### src/design/ugns_pkg.sv
// Shared types, constants and neighbour tables of the uniform grid neighbour store.
package ugns_pkg;

	localparam int GRID_DIM   = 16;
	localparam int CELL_SLOTS = 4;

	localparam int NCELLS = GRID_DIM * GRID_DIM;
	localparam int CW     = (GRID_DIM > 1) ? $clog2(GRID_DIM) : 1;
	localparam int CIW    = $clog2(NCELLS);
	localparam int SAW    = $clog2(NCELLS * CELL_SLOTS);
	localparam int FW     = $clog2(CELL_SLOTS + 1);
	localparam int IDW    = 16;
	localparam int POSW   = 16;
	localparam int MAGW   = POSW - 1;
	localparam int CPW    = 13;
	localparam int OCW    = 6;

	localparam logic [2:0] OP_ADD    = 3'd0;
	localparam logic [2:0] OP_REMOVE = 3'd1;
	localparam logic [2:0] OP_MOVE   = 3'd2;
	localparam logic [2:0] OP_QUERY  = 3'd3;
	localparam logic [2:0] OP_CLEAR  = 3'd4;

	localparam logic [CPW-1:0] CELL_PIXELS_RESET = CPW'(64);

	typedef enum logic [3:0] {
		S_IDLE,
		S_DIV_GO,
		S_DIV_WAIT,
		S_CELL,
		S_FILL,
		S_SLOT_RD,
		S_SLOT_WT,
		S_SCAN_END,
		S_FINISH
	} state_t;

	typedef enum logic [1:0] {
		PH_ADD,
		PH_REMOVE,
		PH_QUERY
	} phase_t;

	typedef logic signed [1:0] off_t;

	// Neighbour offsets per region; region = row class * 3 + column class.
	localparam logic [3:0] NB_CNT [9] = '{4'd3, 4'd5, 4'd3, 4'd5, 4'd8, 4'd5, 4'd3, 4'd5, 4'd3};
	localparam off_t NB_DX [9][8] = '{
		'{ 1,  1,  0,  0,  0,  0,  0,  0},
		'{ 1,  1,  0, -1, -1,  0,  0,  0},
		'{-1, -1,  0,  0,  0,  0,  0,  0},
		'{ 0,  1,  1,  0,  1,  0,  0,  0},
		'{-1,  0,  1, -1,  1,  0, -1,  1},
		'{ 0, -1, -1,  0, -1,  0,  0,  0},
		'{ 0,  1,  1,  0,  0,  0,  0,  0},
		'{-1, -1,  0,  1,  1,  0,  0,  0},
		'{-1, -1,  0,  0,  0,  0,  0,  0}
	};
	localparam off_t NB_DY [9][8] = '{
		'{ 0,  1,  1,  0,  0,  0,  0,  0},
		'{ 0,  1,  1,  1,  0,  0,  0,  0},
		'{ 0,  1,  1,  0,  0,  0,  0,  0},
		'{-1, -1,  0,  1,  1,  0,  0,  0},
		'{-1, -1, -1,  0,  0,  1,  1,  1},
		'{-1, -1,  0,  1,  1,  0,  0,  0},
		'{-1, -1,  0,  0,  0,  0,  0,  0},
		'{ 0, -1, -1, -1,  0,  0,  0,  0},
		'{ 0, -1, -1,  0,  0,  0,  0,  0}
	};

	typedef struct packed {
		logic            fill_re;
		logic            fill_we;
		logic            clear;
		logic [CIW-1:0]  cell_idx;
		logic [FW-1:0]   fill_wdata;
		logic            slot_re;
		logic            slot_we;
		logic [SAW-1:0]  slot_addr;
		logic [IDW-1:0]  slot_wdata;
	} mem_req_t;

	typedef struct packed {
		logic            valid;
		logic [IDW-1:0]  found_id;
		logic [CW-1:0]   cell_x;
		logic [CW-1:0]   cell_y;
		logic            id_valid;
		logic            status;
		logic            last;
	} out_item_t;

	function automatic logic [1:0] edge_class(input logic [CW-1:0] v);
		if (v == '0) begin
			return 2'd0;
		end else if (v == CW'(GRID_DIM - 1)) begin
			return 2'd2;
		end
		return 2'd1;
	endfunction

	function automatic logic [3:0] region_of(input logic [CW-1:0] x, input logic [CW-1:0] y);
		return 4'(edge_class(y) * 3 + edge_class(x));
	endfunction

endpackage

### src/design/ugns_div.sv
// Restoring divider, one quotient bit per cycle, for pixel to cell conversion.
module ugns_div (
	input  logic                          clk,
	input  logic                          arst_n,
	input  logic                          start,
	input  logic [ugns_pkg::MAGW-1:0]     dividend,
	input  logic [ugns_pkg::CPW-1:0]      divisor,
	output logic                          done,
	output logic [ugns_pkg::MAGW-1:0]     quotient
);

	logic [ugns_pkg::CPW-1:0]  rem_q;
	logic [ugns_pkg::MAGW-1:0] quo_q;
	logic [3:0]                cnt_q;
	logic                      busy_q;
	logic                      done_q;
	logic [ugns_pkg::CPW-1:0]  dv;
	logic [ugns_pkg::CPW:0]    sh;
	logic                      ge;

	// A zero cell size behaves as one.
	assign dv = (divisor == '0) ? ugns_pkg::CPW'(1) : divisor;
	assign sh = {rem_q, quo_q[ugns_pkg::MAGW-1]};
	assign ge = sh >= {1'b0, dv};

	always_ff @(posedge clk or negedge arst_n) begin
		if (!arst_n) begin
			busy_q <= 1'b0;
			done_q <= 1'b0;
			cnt_q  <= '0;
		end else begin
			done_q <= 1'b0;
			if (start) begin
				busy_q <= 1'b1;
				cnt_q  <= 4'(ugns_pkg::MAGW);
			end else if (busy_q) begin
				cnt_q <= cnt_q - 4'd1;
				if (cnt_q == 4'd1) begin
					busy_q <= 1'b0;
					done_q <= 1'b1;
				end
			end
		end
	end

	always_ff @(posedge clk) begin
		if (start) begin
			rem_q <= '0;
			quo_q <= dividend;
		end else if (busy_q) begin
			rem_q <= ge ? ugns_pkg::CPW'(sh - {1'b0, dv}) : sh[ugns_pkg::CPW-1:0];
			quo_q <= {quo_q[ugns_pkg::MAGW-2:0], ge};
		end
	end

	assign done     = done_q;
	assign quotient = quo_q;

endmodule

### src/design/ugns_seq.sv
// Sequencer that converts positions, walks cells and slots, and hands results onwards.
module ugns_seq (
	input  logic                          clk,
	input  logic                          arst_n,
	input  logic                          in_valid,
	output logic                          in_ready,
	input  logic [2:0]                    operation,
	input  logic [ugns_pkg::IDW-1:0]      entity_id,
	input  logic [ugns_pkg::POSW-1:0]     pos_x,
	input  logic [ugns_pkg::POSW-1:0]     pos_y,
	input  logic [ugns_pkg::POSW-1:0]     old_pos_x,
	input  logic [ugns_pkg::POSW-1:0]     old_pos_y,
	input  logic [ugns_pkg::CPW-1:0]      cell_pixels,
	input  logic                          out_free,
	output ugns_pkg::out_item_t           push,
	output ugns_pkg::mem_req_t            req,
	input  logic [ugns_pkg::FW-1:0]       fill_rd,
	input  logic [ugns_pkg::IDW-1:0]      slot_rd
);

	localparam int CW  = ugns_pkg::CW;
	localparam int FW  = ugns_pkg::FW;
	localparam int CIW = ugns_pkg::CIW;
	localparam int SAW = ugns_pkg::SAW;

	ugns_pkg::state_t state_q, state_d;
	ugns_pkg::phase_t phase_q;

	logic [2:0]                   op_q;
	logic [ugns_pkg::IDW-1:0]     id_q;
	logic [ugns_pkg::POSW-1:0]    coord_q [4];
	logic [1:0]                   dsel_q;
	logic [CW-1:0]                cx_q, cy_q, ox_q;
	logic [CW-1:0]                cur_x_q, cur_y_q;
	logic [FW-1:0]                n_q, i_q, w_q;
	logic                         found_q;
	logic                         status_q;
	logic [3:0]                   k_q;
	logic                         pend_valid_q;
	logic [ugns_pkg::IDW-1:0]     pend_id_q;
	logic [CW-1:0]                pend_x_q, pend_y_q;

	logic                         div_start, div_done;
	logic [ugns_pkg::MAGW-1:0]    quotient;
	logic [ugns_pkg::POSW-1:0]    coord_sel;
	logic [CW-1:0]                cell_q;
	logic [1:0]                   dsel_last;
	logic [CIW-1:0]               cur_cell;
	logic [3:0]                   region;
	logic [2:0]                   nb;
	logic                         scan_more;
	logic                         query_stall;

	assign coord_sel = coord_q[dsel_q];
	assign dsel_last = (op_q == ugns_pkg::OP_MOVE) ? 2'd3 : 2'd1;
	assign cur_cell  = CIW'(cur_x_q) * CIW'(ugns_pkg::GRID_DIM) + CIW'(cur_y_q);
	assign region    = ugns_pkg::region_of(cx_q, cy_q);
	assign nb        = k_q[2:0];
	assign scan_more = (i_q + FW'(1)) < n_q;
	assign query_stall = (phase_q == ugns_pkg::PH_QUERY) && pend_valid_q && !out_free;

	// Truncating division then clamping; a negative position always lands in cell zero.
	always_comb begin
		if (coord_sel[ugns_pkg::POSW-1]) begin
			cell_q = '0;
		end else if (quotient > ugns_pkg::MAGW'(ugns_pkg::GRID_DIM - 1)) begin
			cell_q = CW'(ugns_pkg::GRID_DIM - 1);
		end else begin
			cell_q = quotient[CW-1:0];
		end
	end

	ugns_div u_div (
		.clk      (clk),
		.arst_n   (arst_n),
		.start    (div_start),
		.dividend (coord_sel[ugns_pkg::MAGW-1:0]),
		.divisor  (cell_pixels),
		.done     (div_done),
		.quotient (quotient)
	);

	always_comb begin
		state_d = state_q;
		unique case (state_q)
			ugns_pkg::S_IDLE: begin
				if (in_valid) begin
					if (operation == ugns_pkg::OP_ADD || operation == ugns_pkg::OP_REMOVE ||
					    operation == ugns_pkg::OP_MOVE || operation == ugns_pkg::OP_QUERY) begin
						state_d = ugns_pkg::S_DIV_GO;
					end else begin
						state_d = ugns_pkg::S_FINISH;
					end
				end
			end
			ugns_pkg::S_DIV_GO:   state_d = ugns_pkg::S_DIV_WAIT;
			ugns_pkg::S_DIV_WAIT: begin
				if (div_done) begin
					state_d = (dsel_q == dsel_last) ? ugns_pkg::S_CELL : ugns_pkg::S_DIV_GO;
				end
			end
			ugns_pkg::S_CELL:     state_d = ugns_pkg::S_FILL;
			ugns_pkg::S_FILL: begin
				state_d = (fill_rd == '0) ? ugns_pkg::S_SCAN_END : ugns_pkg::S_SLOT_RD;
			end
			ugns_pkg::S_SLOT_RD:  state_d = ugns_pkg::S_SLOT_WT;
			ugns_pkg::S_SLOT_WT: begin
				if (!query_stall) begin
					state_d = scan_more ? ugns_pkg::S_SLOT_RD : ugns_pkg::S_SCAN_END;
				end
			end
			ugns_pkg::S_SCAN_END: begin
				unique case (phase_q)
					ugns_pkg::PH_REMOVE: begin
						state_d = (op_q == ugns_pkg::OP_MOVE) ? ugns_pkg::S_CELL
						                                      : ugns_pkg::S_FINISH;
					end
					ugns_pkg::PH_QUERY: begin
						state_d = (k_q == ugns_pkg::NB_CNT[region]) ? ugns_pkg::S_FINISH
						                                           : ugns_pkg::S_CELL;
					end
					default: state_d = ugns_pkg::S_FINISH;
				endcase
			end
			ugns_pkg::S_FINISH: begin
				if (out_free) begin
					state_d = ugns_pkg::S_IDLE;
				end
			end
			default: state_d = ugns_pkg::S_IDLE;
		endcase
	end

	always_comb begin
		in_ready  = (state_q == ugns_pkg::S_IDLE);
		div_start = (state_q == ugns_pkg::S_DIV_GO);
		req            = '0;
		req.cell_idx   = cur_cell;
		req.slot_addr  = SAW'(cur_cell) * SAW'(ugns_pkg::CELL_SLOTS) + SAW'(i_q);
		req.slot_wdata = slot_rd;
		push           = '0;
		unique case (state_q)
			ugns_pkg::S_IDLE: begin
				req.clear = in_valid && (operation == ugns_pkg::OP_CLEAR);
			end
			ugns_pkg::S_CELL:    req.fill_re = 1'b1;
			ugns_pkg::S_SLOT_RD: req.slot_re = 1'b1;
			ugns_pkg::S_SLOT_WT: begin
				if (phase_q == ugns_pkg::PH_REMOVE && slot_rd != id_q) begin
					req.slot_we   = 1'b1;
					req.slot_addr = SAW'(cur_cell) * SAW'(ugns_pkg::CELL_SLOTS) + SAW'(w_q);
				end
				if (phase_q == ugns_pkg::PH_QUERY && pend_valid_q && out_free) begin
					push.valid    = 1'b1;
					push.found_id = pend_id_q;
					push.cell_x   = pend_x_q;
					push.cell_y   = pend_y_q;
					push.id_valid = 1'b1;
				end
			end
			ugns_pkg::S_SCAN_END: begin
				if (phase_q == ugns_pkg::PH_REMOVE) begin
					req.fill_we    = 1'b1;
					req.fill_wdata = w_q;
				end else if (phase_q == ugns_pkg::PH_ADD && !found_q &&
				             n_q < FW'(ugns_pkg::CELL_SLOTS)) begin
					req.fill_we    = 1'b1;
					req.fill_wdata = n_q + FW'(1);
					req.slot_we    = 1'b1;
					req.slot_addr  = SAW'(cur_cell) * SAW'(ugns_pkg::CELL_SLOTS) + SAW'(n_q);
					req.slot_wdata = id_q;
				end
			end
			ugns_pkg::S_FINISH: begin
				push.valid = out_free;
				push.last  = 1'b1;
				if (op_q == ugns_pkg::OP_QUERY && pend_valid_q) begin
					push.found_id = pend_id_q;
					push.cell_x   = pend_x_q;
					push.cell_y   = pend_y_q;
					push.id_valid = 1'b1;
				end else if (op_q == ugns_pkg::OP_ADD || op_q == ugns_pkg::OP_REMOVE ||
				             op_q == ugns_pkg::OP_MOVE || op_q == ugns_pkg::OP_QUERY) begin
					push.cell_x = cx_q;
					push.cell_y = cy_q;
					push.status = status_q;
				end
			end
			default: ;
		endcase
	end

	always_ff @(posedge clk or negedge arst_n) begin
		if (!arst_n) begin
			state_q      <= ugns_pkg::S_IDLE;
			pend_valid_q <= 1'b0;
		end else begin
			state_q <= state_d;
			if (state_q == ugns_pkg::S_IDLE) begin
				pend_valid_q <= 1'b0;
			end else if (state_q == ugns_pkg::S_SLOT_WT && phase_q == ugns_pkg::PH_QUERY &&
			             !query_stall) begin
				pend_valid_q <= 1'b1;
			end
		end
	end

	always_ff @(posedge clk) begin
		unique case (state_q)
			ugns_pkg::S_IDLE: begin
				op_q       <= operation;
				id_q       <= entity_id;
				coord_q[0] <= pos_x;
				coord_q[1] <= pos_y;
				coord_q[2] <= old_pos_x;
				coord_q[3] <= old_pos_y;
				dsel_q     <= '0;
				status_q   <= 1'b0;
				k_q        <= '0;
			end
			ugns_pkg::S_DIV_WAIT: begin
				if (div_done) begin
					unique case (dsel_q)
						2'd0: cx_q <= cell_q;
						2'd1: cy_q <= cell_q;
						2'd2: ox_q <= cell_q;
						default: ;
					endcase
					dsel_q <= dsel_q + 2'd1;
					if (dsel_q == dsel_last) begin
						if (op_q == ugns_pkg::OP_MOVE) begin
							phase_q <= ugns_pkg::PH_REMOVE;
							cur_x_q <= ox_q;
							cur_y_q <= cell_q;
						end else begin
							phase_q <= (op_q == ugns_pkg::OP_ADD) ? ugns_pkg::PH_ADD
							         : (op_q == ugns_pkg::OP_REMOVE) ? ugns_pkg::PH_REMOVE
							         : ugns_pkg::PH_QUERY;
							cur_x_q <= cx_q;
							cur_y_q <= cell_q;
						end
					end
				end
			end
			ugns_pkg::S_FILL: begin
				n_q     <= fill_rd;
				i_q     <= '0;
				w_q     <= '0;
				found_q <= 1'b0;
			end
			ugns_pkg::S_SLOT_WT: begin
				if (!query_stall) begin
					i_q <= i_q + FW'(1);
					if (phase_q == ugns_pkg::PH_REMOVE && slot_rd != id_q) begin
						w_q <= w_q + FW'(1);
					end
					if (phase_q == ugns_pkg::PH_ADD && slot_rd == id_q) begin
						found_q <= 1'b1;
					end
					if (phase_q == ugns_pkg::PH_QUERY) begin
						pend_id_q <= slot_rd;
						pend_x_q  <= cur_x_q;
						pend_y_q  <= cur_y_q;
					end
				end
			end
			ugns_pkg::S_SCAN_END: begin
				if (phase_q == ugns_pkg::PH_REMOVE) begin
					phase_q <= ugns_pkg::PH_ADD;
					cur_x_q <= cx_q;
					cur_y_q <= cy_q;
				end else if (phase_q == ugns_pkg::PH_ADD) begin
					status_q <= !found_q && (n_q >= FW'(ugns_pkg::CELL_SLOTS));
				end else begin
					cur_x_q <= cx_q + CW'(ugns_pkg::NB_DX[region][nb]);
					cur_y_q <= cy_q + CW'(ugns_pkg::NB_DY[region][nb]);
					k_q     <= k_q + 4'd1;
				end
			end
			default: ;
		endcase
	end

`ifndef ASSERT_OFF
	a_push_free: assert property (@(posedge clk) disable iff (!arst_n)
		push.valid |-> out_free)
		else $error("result handed on while the output register was occupied");
	a_idle_quiet: assert property (@(posedge clk) disable iff (!arst_n)
		(state_q == ugns_pkg::S_IDLE) |-> (!push.valid && !req.fill_we && !req.slot_we))
		else $error("activity while idle");
	a_slot_range: assert property (@(posedge clk) disable iff (!arst_n)
		(state_q == ugns_pkg::S_SLOT_RD) |-> (i_q < n_q))
		else $error("slot read beyond the fill of the cell");
	a_finish_once: assert property (@(posedge clk) disable iff (!arst_n)
		(state_q == ugns_pkg::S_FINISH && out_free) |=> (state_q == ugns_pkg::S_IDLE))
		else $error("final result did not end the operation");
`endif

endmodule

### config.mk
export PLATFORM = sky130hd
export DESIGN_NAME = ugns_seq
export DESIGN_NICKNAME = d
export VERILOG_FILES = /design/src/design/ugns_pkg.sv /design/src/design/ugns_div.sv /design/src/design/ugns_seq.sv
export SDC_FILE = /design/constraint.sdc
export NUM_CORES = 1
export LEC_CHECK = 0
export BUFFER_PORTS_ARGS = -buffer_cell sky130_fd_sc_hd__clkbuf_2
export CORE_UTILIZATION = 37
export DETAILED_ROUTE_END_ITERATION = 7
export PLACE_DENSITY = 0.61
export SLEW_MARGIN = 25
export SYNTH_ARGS = -nofsm -noshare
export SYNTH_HDL_FRONTEND = slang
export SYNTH_SLANG_ARGS = --single-unit
### constraint.sdc
create_clock -name clk -period 25.2 [get_ports clk]
set_input_delay 3.78 -clock clk [delete_from_list [all_inputs] [get_ports clk]]
set_output_delay 3.78 -clock clk [all_outputs]
set_load 0.01 [all_outputs]
==> impl_metrics.tcl <==
set metrics [dict create \
    cts_tree "built" \
    crit_chain "clkbuf_2, xnor2_1, nand4_1, nor4_1, nand2b_1, nor2_2, a221oi_1, xor2_1, clkbuf_2" \
    die_area_mm2 0.0275 \
    crit_path_max_fanout 9 \
    async_flop_share 0.0588 \
    viasPerCell 5.18 \
    max_stage_delay_ps 610 \
    vias 7093 \
    yosysSeqAreaShare 0.544 \
    hold_end "u_div.rem_q[10]" \
    cts_resized 0 \
    holdCritStartpoint "u_div.rem_q[10]" \
    clock.fmax_mhz 102 \
    cp.required_ps 21420 \
    ff2ff_setup_slack_ps 20350 \
    routabilityCongestion 0.867 \
    grt_use_total 0.170 \
    area_delta_synth_final_pct 18.6 \
    cp.arrival_ps 6060 \
    rows 59 \
    hold_viol_final 0 \
    crit_path_start_kind "input port" \
    violations "DRC" \
    drtIter0Drc 494 \
    fin_nets 1191 \
    ys_ff_latch 187 \
    synth_ff_type "edfxtp_1" \
    worstSetupEndpointType "primary output" \
    ff2ff_path_depth 16 \
    grt_max_degree 84 \
    slew_viol_final 0 \
    routed_wl_mm 22.9 \
    min_path_cells 2 \
    clock-sinks 187 \
    grt_pass1_wl_mm 36.9 \
    fin_tns_setup_ps 0 \
    grt_overflow 0 \
    wl_per_cell_um 16.7 \
    io_pins 190 \
    p_total_uw 1280 \
    timing.rr.end "cur_x_q[3]" \
    critPathSlowestCell "nor4_1" \
    outcome "finished with violations" \
    grt_pass1_vias 6887 \
    clock-skew-final_ps 16.3 \
    hpwl_mm 17.0 \
    cts_setup_buffers 0 \
    numCtsBuffers 17 \
    die_w_um 166 \
    path_delay_family "simple AND/OR/NAND/NOR gates" \
    drc_errors 7 \
    holdBufCountCts 0 \
    worst_pin_slew_ps 1050 \
    clkTransAtPathRegs_ps 70 \
    syn_inst 844 \
    slew_headroom 0.303 \
    antenna_found_initial 0 \
    detail_route.first_pass.iterations 8 \
    drive_above_1_share 0.270 \
    synth_cell_type_count 69 \
    coreArea_mm2 0.0262 \
    cts_buffer_depth 2 \
    rsz0062_at_grt "false" \
    setup_viol 0 \
    power_density_mw_per_mm2 108 \
    r2r-start "cy_q[1]" \
    clock_latency_ps 430 \
    die_h_um 166 \
    syn_area_mm2 0.00994 \
    synth-edff-count 161 \
    power_leakage_uw 0.00481 \
    critPathKind "input port to primary output" \
    io_buffers 189 \
    hold_class "flip-flop to flip-flop" \
    yosys_warnings 0 \
    diodes 0 \
    syn-num-nets 1013 \
    drv_cap 0 \
    cts.root.buffer_cell "clkbuf_16" \
    start_util 0.379 \
    syn_avg_cell_area_um2 11.8 \
    irDropWorstVdd_uv 94.1 \
    fin_crit_ps 9840 \
    timing.final.crit_share 0.390 \
    htree_num_levels 4 \
    crit_buf_inv 2 \
    cpMostUsedCell "clkbuf_2" \
    ant_nets 0 \
]
-- worst min-delay path, stage by stage (launching register included) --
cell	delay, ps
dfxtp_1	330
nand2_1	60
o21ai_1	50
-- kinds of logic after synthesis --
family | count (synthesis) | share of synthesized area
AO/OA/AOI/OAI | 158 | 0.108
XOR/XNOR | 45 | 0.0397
adder cells (fa/ha/maj) | 50 | 0.0660
buffers and inverters | 88 | 0.0376
flip-flops | 187 | 0.544
multiplexers | 46 | 0.0689
AND/OR/NAND/NOR | 270 | 0.136
-- cell usage after synthesis, drive strengths merged (3+ instances only) --
cell type	count	area share
o21ai	35	0.018
a22oi	8	0.0060
and3	15	0.0094
fa	4	0.0081
a21oi	42	0.021
a32oi	3	0.0026
a22o	10	0.0088
clkbuf	26	0.012
nand4	9	0.0063
nor3	17	0.0086
xnor2	30	0.026
o311ai	5	0.0044
nor3b	4	0.0030
nor4	12	0.0076
edfxtp	161	0.49
xor2	15	0.013
a222oi	5	0.0050
dfxtp	15	0.030
nand3	27	0.014
nand2	79	0.031
mux2i	11	0.011
nor2b	8	0.0050
buf	10	0.0053
ha	46	0.058
a21o	6	0.0045
o211ai	4	0.0030
o22ai	6	0.0038
mux2	19	0.022
dfrtp	11	0.028
and2	21	0.013
o31ai	5	0.0052
nand2b	12	0.0076
nor2	54	0.021
inv	51	0.019
a211oi	7	0.0058
a31oi	5	0.0031
mux4	16	0.036
-- report_power, final --
part           switching [uW]  internal, uW  leakage [uW]
Combinational             266           194       0.00276
Clock                     126           140      0.000281
Sequential               75.2           474       0.00177
Total                     467           808       0.00481
-- worst max path at each step --
| stage | to | cells after the start | startpoint | slack (ps) |
|---|---|---|---|---|
| global route | req[25] | 9 | slot_rd[2] | 15160 |
| detailed placement | req[25] | 9 | slot_rd[2] | 15390 |
| floorplan | req[39] | 4 | state_q[1] | 11190 |
| CTS | req[25] | 9 | slot_rd[2] | 15380 |
| finish | req[25] | 9 | slot_rd[2] | 15360 |
| global placement | req[25] | 9 | slot_rd[2] | 15460 |
-- cells in the final DEF, fill, tap and decap left out, types with 5 or more instances in the layout --
cell	n
o311ai_0	5
nor4_1	11
xor2_1	15
nand2_1	78
o21ai_0	32
mux2i_1	11
inv_1	51
nor2_1	51
a21oi_1	42
a211oi_1	6
a222oi_1	5
nand4_1	8
xnor2_1	30
dfrtp_1	11
nand2b_1	12
o22ai_1	6
a22oi_1	8
clkbuf_16	17
buf_4	6
dfxtp_1	15
nand3_1	27
nor3_1	15
nor2b_1	8
a21o_1	6
ha_1	46
clkbuf_2	189
and2_1	21
a22o_1	10
a31oi_1	5
mux4_2	16
and3_1	15
edfxtp_1	161
mux2_2	19
-- layer usage --
layer  vias up  GRT usage  share of wire
met5         -          0              0
met4         0     0.0504          0.014
met3        22     0.0300          0.050
met2       196      0.285           0.49
met1      3370      0.225           0.45
li1       3505          -              -
-- metrics by stage --
step	area, um2	util	hold WS (ps)	setup slack [ps]	cells
after floorplan	9940	-	446	11190	844
after global placement	11200	0.427	465	15460	1338
after detailed placement	11200	0.427	477	15390	1338
after CTS	11800	0.450	487	15380	1370
after global routing	11800	0.450	519	15160	1370
final	11800	0.450	487	15360	1370
-- state kept, by name, summed over array words and instances, names as in the netlist, 4 cells and up, named ones only --
signal / cells
pend_x_q: 4
cy_q: 4
u_div.cnt_q: 4
pend_id_q: 16
ox_q: 4
cur_x_q: 4
cx_q: 4
u_div.rem_q: 13
k_q: 4
pend_y_q: 4
coord_q: 64
state_q: 4
id_q: 16
cur_y_q: 4
u_div.quotient: 15
-- cell type report --
class / count / area [um2]
inverter: 51 / 191
clock inverter: 15 / 159
timing repair buffer: 196 / 1000
clock buffer: 17 / 425
fill: 2452 / 14400
sequential: 187 / 5410
tap: 335 / 419
multi-input combinational: 569 / 4180
No activity file was read; power rests on OpenSTA's default activity.
